`src/hw/rtl/supercap_pulse_current_planner_assert.svh`:
```
// assertion macros for the supercap pulse current planner
`ifndef SUPERCAP_PULSE_CURRENT_PLANNER_ASSERT_SVH
`define SUPERCAP_PULSE_CURRENT_PLANNER_ASSERT_SVH

// same-cycle implication, sampled on clk, off while rst is high
`define SPCP_ASSERT_SAME(label, ante, cons) \
  label: assert property (@(posedge clk) disable iff (rst) (ante) |-> (cons)) \
    else $error("spcp assertion failed (same cycle)");

// next-cycle implication, sampled on clk, off while rst is high
`define SPCP_ASSERT_NEXT(label, ante, cons) \
  label: assert property (@(posedge clk) disable iff (rst) (ante) |=> (cons)) \
    else $error("spcp assertion failed (next cycle)");

`endif

```
`src/hw/rtl/spcp_pkg.sv`:
```
// shared types and constants of the supercap pulse current planner
`timescale 1ns / 1ps

package spcp_pkg;

  localparam int CFG_INDEX_WIDTH = 3;
  localparam int CFG_DATA_WIDTH  = 48;

  localparam int TICK_W   = 32;
  localparam int VOLT_W   = 16;
  localparam int CAP_W    = 16;
  localparam int PERIOD_W = 32;
  localparam int TARGET_W = 48;
  localparam int CMD_W    = 32;

  typedef enum logic [CFG_INDEX_WIDTH-1:0] {
    REG_DECISION_PERIOD    = 3'd0,
    REG_ENERGY_TARGET_HIGH = 3'd1,
    REG_ENERGY_TARGET_LOW  = 3'd2,
    REG_HIGH_PHASE_LENGTH  = 3'd3,
    REG_LOW_PHASE_LENGTH   = 3'd4,
    REG_CAPACITANCE        = 3'd5
  } spcp_reg_t;

  localparam logic [PERIOD_W-1:0] RST_DECISION_PERIOD    = 32'hFFFF_FFFF;
  localparam logic [TARGET_W-1:0] RST_ENERGY_TARGET_HIGH = 48'd80000000000;
  localparam logic [TARGET_W-1:0] RST_ENERGY_TARGET_LOW  = 48'd10000000000;
  localparam logic [PERIOD_W-1:0] RST_HIGH_PHASE_LENGTH  = 32'd10;
  localparam logic [PERIOD_W-1:0] RST_LOW_PHASE_LENGTH   = 32'd20;
  localparam logic [CAP_W-1:0]    RST_CAPACITANCE        = 16'd1000;
  localparam int                  RST_PHASE_END          = 20;

  localparam logic [CMD_W-1:0] CMD_MAX = 32'h7FFF_FFFF;
  localparam logic [CMD_W-1:0] CMD_MIN = 32'h8000_0000;

  // status of a serial arithmetic unit
  typedef struct packed {
    logic busy;
    logic done;
  } spcp_unit_status_t;

endpackage

```
`src/hw/rtl/spcp_if.sv`:
```
// valid/ready channel interfaces of the supercap pulse current planner
`timescale 1ns / 1ps

interface spcp_cfg_if import spcp_pkg::*; ();
  logic                       valid;
  logic                       ready;
  logic [CFG_INDEX_WIDTH-1:0] reg_index;
  logic [CFG_DATA_WIDTH-1:0]  wdata;

  modport source (output valid, output reg_index, output wdata, input ready);
  modport sink   (input valid, input reg_index, input wdata, output ready);
endinterface

interface spcp_in_if import spcp_pkg::*; ();
  logic              valid;
  logic              ready;
  logic [TICK_W-1:0] now_tick;
  logic [VOLT_W-1:0] cap_voltage;
  logic [VOLT_W-1:0] bus_voltage;

  modport source (output valid, output now_tick, output cap_voltage, output bus_voltage,
                  input ready);
  modport sink   (input valid, input now_tick, input cap_voltage, input bus_voltage,
                  output ready);
endinterface

interface spcp_out_if import spcp_pkg::*; ();
  logic                    valid;
  logic                    ready;
  logic                    high_demand;
  logic signed [CMD_W-1:0] current_command;
  logic                    divide_fault;

  modport source (output valid, output high_demand, output current_command,
                  output divide_fault, input ready);
  modport sink   (input valid, input high_demand, input current_command,
                  input divide_fault, output ready);
endinterface

```
`src/hw/rtl/supercap_pulse_current_planner.sv`:
```
// supercap pulse current planner: top level, sequencer and configuration registers
`timescale 1ns / 1ps
`include "supercap_pulse_current_planner_assert.svh"

// Takes one time sample at a time (now_tick, cap_voltage, bus_voltage). A sample
// whose now_tick has not yet reached the next decision time, or that arrives once
// the decision time has saturated at all ones ("never"), gives no result and frees
// the block straight from the check state. A decision sample advances the decision
// time by decision_period, switches between the low-demand and high-demand phase
// when the phase end is reached, computes the stored energy C*V^2/2 in nanojoules
// and gives one result: the phase, a saturated signed current command and a fault
// flag. On its way to the output register a decision sample passes the check and
// advance states, two passes through the one bit per cycle shift-add multiplier
// (C*V, then *V), the difference and magnitude states, two passes through the one
// bit per cycle restoring divider (by bus voltage, then by remaining phase time)
// and the saturation state; a faulted decision skips the divider. One sample is
// in work at a time: sample.ready is high only while the sequencer is idle. The
// output register holds a finished result until it is taken, and the next sample
// is accepted meanwhile. Configuration writes are always accepted (cfg.ready is
// tied high) and must be issued only while the block is idle; indexes above the
// register list are ignored. TIME_WIDTH sets the width of the internal time
// state, and ENERGY_WIDTH the width that energy and targets saturate to.
module supercap_pulse_current_planner import spcp_pkg::*; #(
  parameter int TIME_WIDTH   = 32,
  parameter int ENERGY_WIDTH = 48
) (
  input  logic      clk,
  input  logic      rst,
  spcp_cfg_if.sink  cfg,
  spcp_in_if.sink   sample,
  spcp_out_if.source result
);

  localparam int TW     = TIME_WIDTH;
  localparam int EW     = ENERGY_WIDTH;
  localparam int MUL_AW = CAP_W + VOLT_W;
  localparam int MUL_BW = VOLT_W;
  localparam int MUL_PW = MUL_AW + MUL_BW;
  localparam logic [63:0] EMAX64 = {64{1'b1}} >> (64 - ENERGY_WIDTH);

  // sequencer states, one-hot
  typedef enum logic [10:0] {
    S_IDLE  = 11'b000_0000_0001,
    S_CHECK = 11'b000_0000_0010,
    S_ADV   = 11'b000_0000_0100,
    S_MUL1  = 11'b000_0000_1000,
    S_MUL2  = 11'b000_0001_0000,
    S_DIFF  = 11'b000_0010_0000,
    S_MAG   = 11'b000_0100_0000,
    S_DIV1  = 11'b000_1000_0000,
    S_DIV2  = 11'b001_0000_0000,
    S_SAT   = 11'b010_0000_0000,
    S_OUT   = 11'b100_0000_0000
  } state_t;

  state_t state;
  state_t state_next;

  // configuration registers
  logic [PERIOD_W-1:0] cfg_period;
  logic [TARGET_W-1:0] cfg_tgt_high;
  logic [TARGET_W-1:0] cfg_tgt_low;
  logic [PERIOD_W-1:0] cfg_len_high;
  logic [PERIOD_W-1:0] cfg_len_low;
  logic [CAP_W-1:0]    cfg_cap;

  // planner state
  logic [TW-1:0] next_decision_time;
  logic [TW-1:0] phase_end_time;
  logic          phase_is_high;

  // per-sample working registers
  logic [TW-1:0]     now_r;
  logic [VOLT_W-1:0] volt_r;
  logic [VOLT_W-1:0] bus_r;
  logic              ph_end_r;
  logic              fault_r;
  logic [TW-1:0]     rem_r;
  logic [EW-1:0]     energy_r;
  logic [EW-1:0]     tgt_r;
  logic [EW:0]       diff_r;
  logic              neg_r;
  logic [EW-1:0]     mag_r;
  logic [CMD_W-1:0]  cmd_r;

  // output register
  logic             res_valid;
  logic             res_high;
  logic [CMD_W-1:0] res_cmd;
  logic             res_fault;

  // serial units
  logic              mul_start;
  logic [MUL_AW-1:0] mul_a;
  logic [MUL_PW-1:0] mul_prod;
  spcp_unit_status_t mul_st;
  logic              div_start;
  logic [EW-1:0]     div_dividend;
  logic [TW-1:0]     div_divisor;
  logic [EW-1:0]     div_quot;
  spcp_unit_status_t div_st;

  logic              decide;
  logic [63:0]       energy_wide;
  logic [63:0]       tgt_wide;
  logic [EW-1:0]     energy_sat;
  logic [EW-1:0]     tgt_sat;
  logic [EW-1:0]     sub_x;
  logic [EW-1:0]     sub_y;
  logic [EW-1:0]     mag_calc;
  logic [CMD_W-1:0]  cmd_calc;
  logic              out_load;

  function automatic logic [TW-1:0] sat_add(input logic [TW-1:0] a, input logic [TW-1:0] b);
    logic [TW:0] s;
    s = {1'b0, a} + {1'b0, b};
    return s[TW] ? {TW{1'b1}} : s[TW-1:0];
  endfunction

  // configuration writes
  assign cfg.ready = 1'b1;

  always_ff @(posedge clk) begin
    if (rst) begin
      cfg_period   <= RST_DECISION_PERIOD;
      cfg_tgt_high <= RST_ENERGY_TARGET_HIGH;
      cfg_tgt_low  <= RST_ENERGY_TARGET_LOW;
      cfg_len_high <= RST_HIGH_PHASE_LENGTH;
      cfg_len_low  <= RST_LOW_PHASE_LENGTH;
      cfg_cap      <= RST_CAPACITANCE;
    end else if (cfg.valid) begin
      case (spcp_reg_t'(cfg.reg_index))
        REG_DECISION_PERIOD:    cfg_period   <= cfg.wdata[PERIOD_W-1:0];
        REG_ENERGY_TARGET_HIGH: cfg_tgt_high <= cfg.wdata[TARGET_W-1:0];
        REG_ENERGY_TARGET_LOW:  cfg_tgt_low  <= cfg.wdata[TARGET_W-1:0];
        REG_HIGH_PHASE_LENGTH:  cfg_len_high <= cfg.wdata[PERIOD_W-1:0];
        REG_LOW_PHASE_LENGTH:   cfg_len_low  <= cfg.wdata[PERIOD_W-1:0];
        REG_CAPACITANCE:        cfg_cap      <= cfg.wdata[CAP_W-1:0];
        default: ;
      endcase
    end
  end

  // decision test: the saturated all-ones time means never
  assign decide = (next_decision_time != {TW{1'b1}}) && (now_r >= next_decision_time);

  // energy = C*V*V/2, clipped to the energy width
  assign energy_wide = 64'(mul_prod[MUL_PW-1:1]);
  assign energy_sat  = (energy_wide > EMAX64) ? EMAX64[EW-1:0] : energy_wide[EW-1:0];
  assign tgt_wide    = 64'(phase_is_high ? cfg_tgt_low : cfg_tgt_high);
  assign tgt_sat     = (tgt_wide > EMAX64) ? EMAX64[EW-1:0] : tgt_wide[EW-1:0];

  // high demand: energy - low target; low demand: high target - energy
  assign sub_x    = phase_is_high ? energy_r : tgt_r;
  assign sub_y    = phase_is_high ? tgt_r : energy_r;
  assign mag_calc = diff_r[EW] ? (EW'(0) - diff_r[EW-1:0]) : diff_r[EW-1:0];

  // command saturation; a fault gives the rail that matches the sign, or zero when the magnitude is zero
  always_comb begin
    if (fault_r) begin
      if (mag_r == '0) begin
        cmd_calc = '0;
      end else begin
        cmd_calc = neg_r ? CMD_MIN : CMD_MAX;
      end
    end else if (neg_r) begin
      cmd_calc = (div_quot > EW'(CMD_MIN)) ? CMD_MIN : (CMD_W'(0) - div_quot[CMD_W-1:0]);
    end else begin
      cmd_calc = (div_quot > EW'(CMD_MAX)) ? CMD_MAX : div_quot[CMD_W-1:0];
    end
  end

  // serial unit hookup: the multiplier runs C*V, then (C*V)*V
  assign mul_start    = (state == S_ADV) || ((state == S_MUL1) && mul_st.done);
  assign mul_a        = (state == S_MUL1) ? mul_prod[MUL_AW-1:0] : MUL_AW'(cfg_cap);
  assign div_start    = ((state == S_MAG) && !fault_r) || ((state == S_DIV1) && div_st.done);
  assign div_dividend = (state == S_DIV1) ? div_quot : mag_calc;
  assign div_divisor  = (state == S_DIV1) ? rem_r : TW'(bus_r);

  spcp_mul #(
    .AW (MUL_AW),
    .BW (MUL_BW)
  ) u_mul (
    .clk    (clk),
    .rst    (rst),
    .start  (mul_start),
    .a      (mul_a),
    .b      (volt_r),
    .prod   (mul_prod),
    .status (mul_st)
  );

  spcp_div #(
    .NW (EW),
    .DW (TW)
  ) u_div (
    .clk      (clk),
    .rst      (rst),
    .start    (div_start),
    .dividend (div_dividend),
    .divisor  (div_divisor),
    .quotient (div_quot),
    .status   (div_st)
  );

  // output slot is free when empty or being taken this cycle
  assign out_load = (state == S_OUT) && (!res_valid || result.ready);

  always_comb begin
    state_next = state;
    case (state)
      S_IDLE:  if (sample.valid) state_next = S_CHECK;
      S_CHECK: state_next = decide ? S_ADV : S_IDLE;
      S_ADV:   state_next = S_MUL1;
      S_MUL1:  if (mul_st.done) state_next = S_MUL2;
      S_MUL2:  if (mul_st.done) state_next = S_DIFF;
      S_DIFF:  state_next = S_MAG;
      S_MAG:   state_next = fault_r ? S_SAT : S_DIV1;
      S_DIV1:  if (div_st.done) state_next = S_DIV2;
      S_DIV2:  if (div_st.done) state_next = S_SAT;
      S_SAT:   state_next = S_OUT;
      S_OUT:   if (out_load) state_next = S_IDLE;
      default: state_next = S_IDLE;
    endcase
  end

  // control state
  always_ff @(posedge clk) begin
    if (rst) begin
      state              <= S_IDLE;
      next_decision_time <= '0;
      phase_end_time     <= TW'(RST_PHASE_END);
      phase_is_high      <= 1'b0;
      res_valid          <= 1'b0;
    end else begin
      state <= state_next;
      if (state == S_ADV) begin
        next_decision_time <= sat_add(next_decision_time, TW'(cfg_period));
        if (ph_end_r) begin
          phase_end_time <= sat_add(phase_end_time,
                                    phase_is_high ? TW'(cfg_len_low) : TW'(cfg_len_high));
          phase_is_high  <= !phase_is_high;
        end
      end
      if (out_load) begin
        res_valid <= 1'b1;
      end else if (result.ready) begin
        res_valid <= 1'b0;
      end
    end
  end

  // datapath registers
  always_ff @(posedge clk) begin
    if ((state == S_IDLE) && sample.valid) begin
      now_r  <= TW'(sample.now_tick);
      volt_r <= sample.cap_voltage;
      bus_r  <= sample.bus_voltage;
    end
    if (state == S_CHECK) begin
      ph_end_r <= now_r >= phase_end_time;
    end
    // phase end is final from here on
    if (state == S_MUL1) begin
      fault_r <= (bus_r == '0) || (phase_end_time <= now_r);
      rem_r   <= phase_end_time - now_r;
    end
    if ((state == S_MUL2) && mul_st.done) begin
      energy_r <= energy_sat;
      tgt_r    <= tgt_sat;
    end
    if (state == S_DIFF) begin
      diff_r <= {1'b0, sub_x} - {1'b0, sub_y};
    end
    if (state == S_MAG) begin
      neg_r <= diff_r[EW];
      mag_r <= mag_calc;
    end
    if (state == S_SAT) begin
      cmd_r <= cmd_calc;
    end
    if (out_load) begin
      res_high  <= phase_is_high;
      res_cmd   <= cmd_r;
      res_fault <= fault_r;
    end
  end

  assign sample.ready           = (state == S_IDLE);
  assign result.valid           = res_valid;
  assign result.high_demand     = res_high;
  assign result.current_command = res_cmd;
  assign result.divide_fault    = res_fault;

  // a serial unit is only started once its previous pass is over
  `SPCP_ASSERT_SAME(a_mul_start_free, mul_start, !mul_st.busy)
  `SPCP_ASSERT_SAME(a_div_start_free, div_start, !div_st.busy)
  // a new sample never lands while arithmetic is still running
  `SPCP_ASSERT_SAME(a_accept_units_idle, sample.valid && sample.ready, !mul_st.busy && !div_st.busy)
  // phase state moves only in the advance step
  `SPCP_ASSERT_NEXT(a_phase_end_hold, state != S_ADV, $stable(phase_end_time) && $stable(phase_is_high))

endmodule

```
`src/hw/rtl/spcp_mul.sv`:
```
// bit-serial shift-add multiplier, one multiplier bit per cycle
`timescale 1ns / 1ps

module spcp_mul import spcp_pkg::*; #(
  parameter int AW = 32,
  parameter int BW = 16
) (
  input  logic               clk,
  input  logic               rst,
  input  logic               start,
  input  logic [AW-1:0]      a,
  input  logic [BW-1:0]      b,
  output logic [AW+BW-1:0]   prod,
  output spcp_unit_status_t  status
);

  localparam int CW = $clog2(BW + 1);

  logic [AW+BW-1:0] acc;
  logic [AW-1:0]    mcand;
  logic [CW-1:0]    cnt;
  logic             busy;
  logic             done;
  logic [AW:0]      upper_sum;

  // add the multiplicand into the upper half when the low bit is set
  assign upper_sum = {1'b0, acc[AW+BW-1:BW]} + (acc[0] ? {1'b0, mcand} : '0);

  always_ff @(posedge clk) begin
    if (rst) begin
      busy <= 1'b0;
      done <= 1'b0;
      cnt  <= '0;
    end else begin
      done <= busy && (cnt == CW'(1));
      if (start) begin
        busy <= 1'b1;
        cnt  <= CW'(BW);
      end else if (busy) begin
        cnt <= cnt - CW'(1);
        if (cnt == CW'(1)) begin
          busy <= 1'b0;
        end
      end
    end
  end

  always_ff @(posedge clk) begin
    if (start) begin
      acc   <= {{AW{1'b0}}, b};
      mcand <= a;
    end else if (busy) begin
      acc <= {upper_sum, acc[BW-1:1]};
    end
  end

  assign prod        = acc;
  assign status.busy = busy;
  assign status.done = done;

endmodule

```
`src/hw/rtl/spcp_div.sv`:
```
// restoring divider, one quotient bit per cycle
`timescale 1ns / 1ps

module spcp_div import spcp_pkg::*; #(
  parameter int NW = 48,
  parameter int DW = 32
) (
  input  logic              clk,
  input  logic              rst,
  input  logic              start,
  input  logic [NW-1:0]     dividend,
  input  logic [DW-1:0]     divisor,
  output logic [NW-1:0]     quotient,
  output spcp_unit_status_t status
);

  localparam int CW = $clog2(NW + 1);

  logic [NW-1:0] quo;
  logic [DW-1:0] rmd;
  logic [DW-1:0] dvs;
  logic [CW-1:0] cnt;
  logic          busy;
  logic          done;
  logic [DW:0]   rmd_sh;
  logic [DW+1:0] trial;
  logic          fits;

  assign rmd_sh = {rmd, quo[NW-1]};
  assign trial  = {1'b0, rmd_sh} - {2'b00, dvs};
  assign fits   = !trial[DW+1];

  always_ff @(posedge clk) begin
    if (rst) begin
      busy <= 1'b0;
      done <= 1'b0;
      cnt  <= '0;
    end else begin
      done <= busy && (cnt == CW'(1));
      if (start) begin
        busy <= 1'b1;
        cnt  <= CW'(NW);
      end else if (busy) begin
        cnt <= cnt - CW'(1);
        if (cnt == CW'(1)) begin
          busy <= 1'b0;
        end
      end
    end
  end

  always_ff @(posedge clk) begin
    if (start) begin
      quo <= dividend;
      rmd <= '0;
      dvs <= divisor;
    end else if (busy) begin
      // partial remainder stays below the divisor, so DW bits hold it
      rmd <= fits ? trial[DW-1:0] : rmd_sh[DW-1:0];
      quo <= {quo[NW-2:0], fits};
    end
  end

  assign quotient    = quo;
  assign status.busy = busy;
  assign status.done = done;

endmodule
```
`src/flat_wrapper.sv`:
```
// flat-port wrapper written by rule: the top's interface ports become plain ports
module supercap_pulse_current_planner_flat import spcp_pkg::*;
#(
  parameter int TIME_WIDTH   = 32,
  parameter int ENERGY_WIDTH = 48
)
  (clk, rst, cfg_valid, cfg_reg_index, cfg_wdata, cfg_ready, sample_valid, sample_now_tick, sample_cap_voltage, sample_bus_voltage, sample_ready, result_valid, result_high_demand, result_current_command, result_divide_fault, result_ready);
  spcp_cfg_if cfg_i ();
  spcp_in_if sample_i ();
  spcp_out_if result_i ();
  input  logic clk;
  input  logic rst;
  input wire logic [$bits(cfg_i.valid)-1:0] cfg_valid;
  input wire logic [$bits(cfg_i.reg_index)-1:0] cfg_reg_index;
  input wire logic [$bits(cfg_i.wdata)-1:0] cfg_wdata;
  output wire logic [$bits(cfg_i.ready)-1:0] cfg_ready;
  input wire logic [$bits(sample_i.valid)-1:0] sample_valid;
  input wire logic [$bits(sample_i.now_tick)-1:0] sample_now_tick;
  input wire logic [$bits(sample_i.cap_voltage)-1:0] sample_cap_voltage;
  input wire logic [$bits(sample_i.bus_voltage)-1:0] sample_bus_voltage;
  output wire logic [$bits(sample_i.ready)-1:0] sample_ready;
  output wire logic [$bits(result_i.valid)-1:0] result_valid;
  output wire logic [$bits(result_i.high_demand)-1:0] result_high_demand;
  output wire logic [$bits(result_i.current_command)-1:0] result_current_command;
  output wire logic [$bits(result_i.divide_fault)-1:0] result_divide_fault;
  input wire logic [$bits(result_i.ready)-1:0] result_ready;
  assign cfg_i.valid = cfg_valid;
  assign cfg_i.reg_index = cfg_reg_index;
  assign cfg_i.wdata = cfg_wdata;
  assign cfg_ready = cfg_i.ready;
  assign sample_i.valid = sample_valid;
  assign sample_i.now_tick = sample_now_tick;
  assign sample_i.cap_voltage = sample_cap_voltage;
  assign sample_i.bus_voltage = sample_bus_voltage;
  assign sample_ready = sample_i.ready;
  assign result_valid = result_i.valid;
  assign result_high_demand = result_i.high_demand;
  assign result_current_command = result_i.current_command;
  assign result_divide_fault = result_i.divide_fault;
  assign result_i.ready = result_ready;
  supercap_pulse_current_planner #(.TIME_WIDTH(TIME_WIDTH), .ENERGY_WIDTH(ENERGY_WIDTH)) u_core (.clk(clk), .rst(rst), .cfg(cfg_i), .sample(sample_i), .result(result_i));
endmodule
```
`config.mk`:
```
export PLATFORM = sky130hd
export DESIGN_NAME = supercap_pulse_current_planner_flat
export DESIGN_NICKNAME = d
export VERILOG_FILES = /design/src/hw/rtl/spcp_pkg.sv /design/src/hw/rtl/spcp_if.sv /design/src/hw/rtl/supercap_pulse_current_planner.sv /design/src/hw/rtl/spcp_mul.sv /design/src/hw/rtl/spcp_div.sv /design/src/flat_wrapper.sv
export VERILOG_INCLUDE_DIRS = /design/src /design/src/hw/rtl
export SDC_FILE = /design/constraint.sdc
export NUM_CORES = 2
export LEC_CHECK = 0
export BUFFER_PORTS_ARGS = -buffer_cell sky130_fd_sc_hd__buf_2
export CAP_MARGIN = 20
export CORE_ASPECT_RATIO = 1.75
export CORE_MARGIN = 2
export CORE_UTILIZATION = 63
export CTS_CLUSTER_DIAMETER = 30
export CTS_CLUSTER_SIZE = 24
export DETAILED_ROUTE_END_ITERATION = 6
export PLACE_DENSITY = 0.81
export SYNTH_ARGS = -nofsm -noshare
export SYNTH_HDL_FRONTEND = slang
export SYNTH_SLANG_ARGS = --single-unit
```
`constraint.sdc`:
```
create_clock -name clk -period 6.1 [get_ports clk]
set_input_delay 1.22 -clock clk [delete_from_list [all_inputs] [get_ports clk]]
set_output_delay 1.22 -clock clk [all_outputs]
set_load 0.02 [all_outputs]
```
==> metrics.md <==
| Metric | Value |
|---|---|
| Critical path's top delay family | compound AO/OA/AOI/OAI gates |
| FMAX | 194 MHz |
| Met2 Usage GRT | between 50% and 60% |
| Storage cell area | between 20000 and 25000 um^2 |
| Leakage | about 20 nW |
| Wire length of the first global-routing pass | approximately 180000 um |
| Number of instances in the synthesized netlist | approximately 4500 |
| Maximum vdd drop | ~0.35 mV |
| Share of final-layout standard cells stronger than drive strength 1 | 13.6% |
| Register bit total from synthesis | roughly 850 |
| Final period demand of the worst path | ~5.2 ns |
| Buf+Inv Stages, Crit Path | 1 |
| Last weighted congestion value of the routability-driven placer | between 0.9 and 1 |
| Worst Path Arrival | about 5.7 ns |
| Worst reg-to-reg path cell count | 13 |
| Width of the die | between 200 and 250 um |
| Delay contributed by the slowest stage of the critical path | 0.76 ns |
| Worst-case hold slack | ~0.41 ns |
| Setup slack, reg-to-reg | between 0.9 and 1 ns |
| Power Density | between 300 and 400 nW/um^2 |
| Count of antenna-violating nets left after detailed routing | 0 |
| Total CTS buffers | approximately 110 |
| Clock root buffer | clkbuf_16 |
| Final number of max-transition violations | 0 |
| Violation count after the first detailed-routing iteration | roughly 2500 |
| Number of buffers inserted to repair setup after CTS | 0 |
| Pre-Repair DR Iteration Count | 5 |
| Setup repair after global routing missed its margin | no |
| Maximum clock skew at final layout | between 0.02 and 0.03 ns |
| Worst path required time | approximately 6.6 ns |
| Tightest Pin Transition | ~1.2 ns |
| Vias in the first global route | around 34000 |
| Post-Syn Nets | between 4000 and 5000 |
| Routed WL | roughly 120000 um |
| Share of synthesized flip-flops with an asynchronous set or reset | 0% |
| Clock-pin slew of the registers on the worst-case setup and hold paths | ~0.06 ns |
| Critical Path End Type | flop |
| Height of the chip | approximately 360 um |
| Half-perimeter wire length of the detailed placement result | between 80000 and 90000 um |
| Setup TNS | 0 ns |
| All-Layer GR Usage | about a third |
| Fill cell count | between 5000 and 6000 |
| Number of synthesized flops with an enable pin | just under 500 |
| # resized after CTS | 0 |
| Most prevalent standard cell on the critical path | a211oi_1 |
| Top-area cell type share of the netlist area | around a third |
| Outcome | completed |
| IO Count | 157 |
| Endpoint of the worst-slack reg-to-reg timing path | u_core.phase_end_time[27] |
| Type of the most critical hold path | flop to flop |
| Share of the yosys chip area belonging to registers | 49.0% |
| CP Class | flop to flop |
| Number of hold violations in the final report | 0 |
| Number of buffer cells added on primary ports | 155 |
| Synth unique cells | between 70 and 80 |
| Met1 layer usage reported by global route | about a third |
| Mean Syn Cell Area | 9.98 um^2 |
| DRC violations left | 0 |
| Crit-path slowest cell | a311oi_4 |
| Latest clock arrival within the worst-skew pair | slightly above 0.7 ns |
| Critical path peak fanout | 32 |
| Min-Delay Endpoint | u_core.result.current_command[18] |
| Most used flip-flop cell after synthesis | edfxtp_1 |
| Initial antenna violation count | 1 |
| Wire per inst | 21.0 um |
| Floorplan die area | ~73000 um^2 |
| Final-stage net count | about 5000 |
| Buffer levels on the longest clock path | 3 |
| Global route hottest layer | met2 |
| Pin count of the biggest net entering global routing | between 200 and 250 |
| Number of cells on the worst hold path | 0 |
| Worst min-delay path startpoint | u_core.cmd_r[18] |
| Syn. warnings | 0 |
| Combined area of the multi-input logic cells | between 20000 and 25000 um^2 |
| Met3 Use GR | 4.76% |
| Netlist area before placement | 44600 um^2 |
| Placeable core area | between 70000 and 80000 um^2 |
| Initial core utilization | a little under two thirds |
| Synth top area cells | edfxtp_1 33%, dfxtp_1 16%, ha_1 6.9% |
| Signed area change from the synthesized netlist to the final layout | 13.0% |
| CTS tree | built |
| Deepest level of the CTS H-tree | 3 |
| Critical path cell sequence | mux2_2 > ha_1 > fa_1 > a211oi_1 > or4_1 > a31oi_1 > nor4b_1 > o31ai_1 > a221oi_1 > o21ai_0 > a311oi_4 > buf_4 > a211oi_1 |
| Number of placement rows | approximately 130 |
| Via count normalized by instance count | around 6 |
| MaxCap Viol Count | 0 |
| Max transition margin | approximately 22% |
| Final worst-path cycle share | 84.5% |
| Reg2reg start | u_core.phase_is_high |
| Sort of element at the start of the critical path | flop |
| Sum of internal, switching and leakage power | roughly 15 mW |
| Via Count | 34500 |
| Number of sinks on the clock net | 849 |
| Hold buffer count at CTS | 0 |
| Biggest area consumer among synthesized cells | edfxtp_1 |
| Residual overflow from global routing | 0 |
| Setup-failing EPs final | 0 |
-- power breakdown --
group          switching [mW]  internal, mW
Clock                    2.80          4.09
Sequential              0.246          6.32
Combinational            1.03         0.725
-- cells in the mapped netlist (17+ instances only) --
master,n
dfxtp_1,364
inv_1,157
edfxtp_1,485
a31oi_1,25
xor2_1,88
nor2b_1,37
o211ai_1,24
nand3b_1,17
o31ai_1,27
ha_1,245
nand2b_1,37
a21oi_1,387
mux2_2,175
buf_1,21
or3_1,25
o21ai_0,174
o21bai_1,19
nand2_1,608
nor2_1,331
xnor2_1,150
mux2i_1,101
a211oi_1,84
nor3_1,59
nor4_1,40
nand3_1,125
and3_1,23
nand4_1,39
clkbuf_1,181
a21o_1,129
o21a_1,31
and2_1,80
-- final cells by class --
type,instances,share of cell area (%)
diodes,1,0.00496
clock buffers,133,6.11
clock inverters,80,1.96
inverters,160,1.19
multi-input cells,3257,42.7
flip-flops and latches,849,43.3
well taps,917,2.28
repair buffers,199,2.43
-- layout by cell type (no fill, tap or decap), types with 88 or more instances in the layout --
| cell | Yosys | layout |
|---|---|---|
| mux2_2 | 175 | 175 |
| ha_1 | 245 | 245 |
| nor2_1 | 331 | 330 |
| a21oi_1 | 387 | 384 |
| buf_2 | 0 | 154 |
| a21o_1 | 129 | 129 |
| xor2_1 | 88 | 88 |
| nand3_1 | 125 | 125 |
| dfxtp_1 | 364 | 361 |
| inv_1 | 157 | 155 |
| mux2i_1 | 101 | 101 |
| edfxtp_1 | 485 | 485 |
| o21ai_0 | 174 | 174 |
| nand2_1 | 608 | 608 |
| clkbuf_16 | 0 | 118 |
| xnor2_1 | 150 | 150 |
-- routing by layer --
layer | wire [um] | vias to the layer above | share of wire [%]
met5 | 0 | - | 0
met4 | 8390 | 0 | 7.1
met3 | 6790 | 368 | 5.8
met2 | 59800 | 1309 | 51
met1 | 42400 | 16400 | 36
li1 | - | 16400 | -
-- registers in the layout (all words and copies together), names as in the netlist, 32 cells and up --
| signal | cells |
|---|---|
| u_core.diff_r | 49 |
| u_core.cfg_tgt_high | 48 |
| u_core.cfg_tgt_low | 48 |
| u_core.mag_r | 48 |
| u_core.tgt_r | 48 |
| u_core.u_div.quotient | 48 |
| u_core.u_mul.prod | 48 |
| u_core.energy_r | 47 |
| u_core.cfg_len_high | 32 |
| u_core.cfg_len_low | 32 |
| u_core.cfg_period | 32 |
| u_core.cmd_r | 32 |
| u_core.next_decision_time | 32 |
| u_core.now_r | 32 |
| u_core.phase_end_time | 32 |
| u_core.rem_r | 32 |
| u_core.result.current_command | 32 |
| u_core.u_div.dvs | 32 |
| u_core.u_div.rmd | 32 |
| u_core.u_mul.mcand | 32 |
-- metrics by stage --
| stage | util (%) | instances | instance area [um^2] | setup WS (ns) |
|---|---|---|---|---|
| final | 71.6 | 5596 | 50400 | 0.946 |
| after detailed placement | 65.7 | 5377 | 46200 | 1.07 |
| after global placement | 65.7 | 5377 | 46200 | 1.23 |
| after floorplan | - | 4470 | 44600 | 0.788 |
| after CTS | 71.5 | 5590 | 50300 | 1.00 |
| after global routing | 71.6 | 5595 | 50400 | 0.624 |
-- logic make-up after synthesis --
kind of cell / count (synthesis) / share of synthesized area, %
buf+inv: 364 / 3.09
mux: 276 / 6.68
other cells: 1 / 0.00840
compound gates: 1010 / 14.1
xor+xnor: 238 / 4.67
flops: 849 / 49.0
simple gates: 1481 / 15.3
fa+ha+maj: 251 / 7.14
-- worst max-delay path by stage --
stage / startpoint / to / slack, ns / cells after the start
floorplan: u_core.state[3] / u_core.u_div.quotient[0] / 0.79 / 7
global placement: u_core.phase_is_high / u_core.phase_end_time[28] / 1.23 / 13
detailed placement: u_core.phase_is_high / u_core.phase_end_time[18] / 1.07 / 13
CTS: u_core.phase_is_high / u_core.phase_end_time[10] / 1.00 / 13
global route: u_core.phase_is_high / u_core.phase_end_time[31] / 0.62 / 13
finish: u_core.phase_is_high / u_core.phase_end_time[27] / 0.95 / 13
Power figures use the tool's default switching activity.
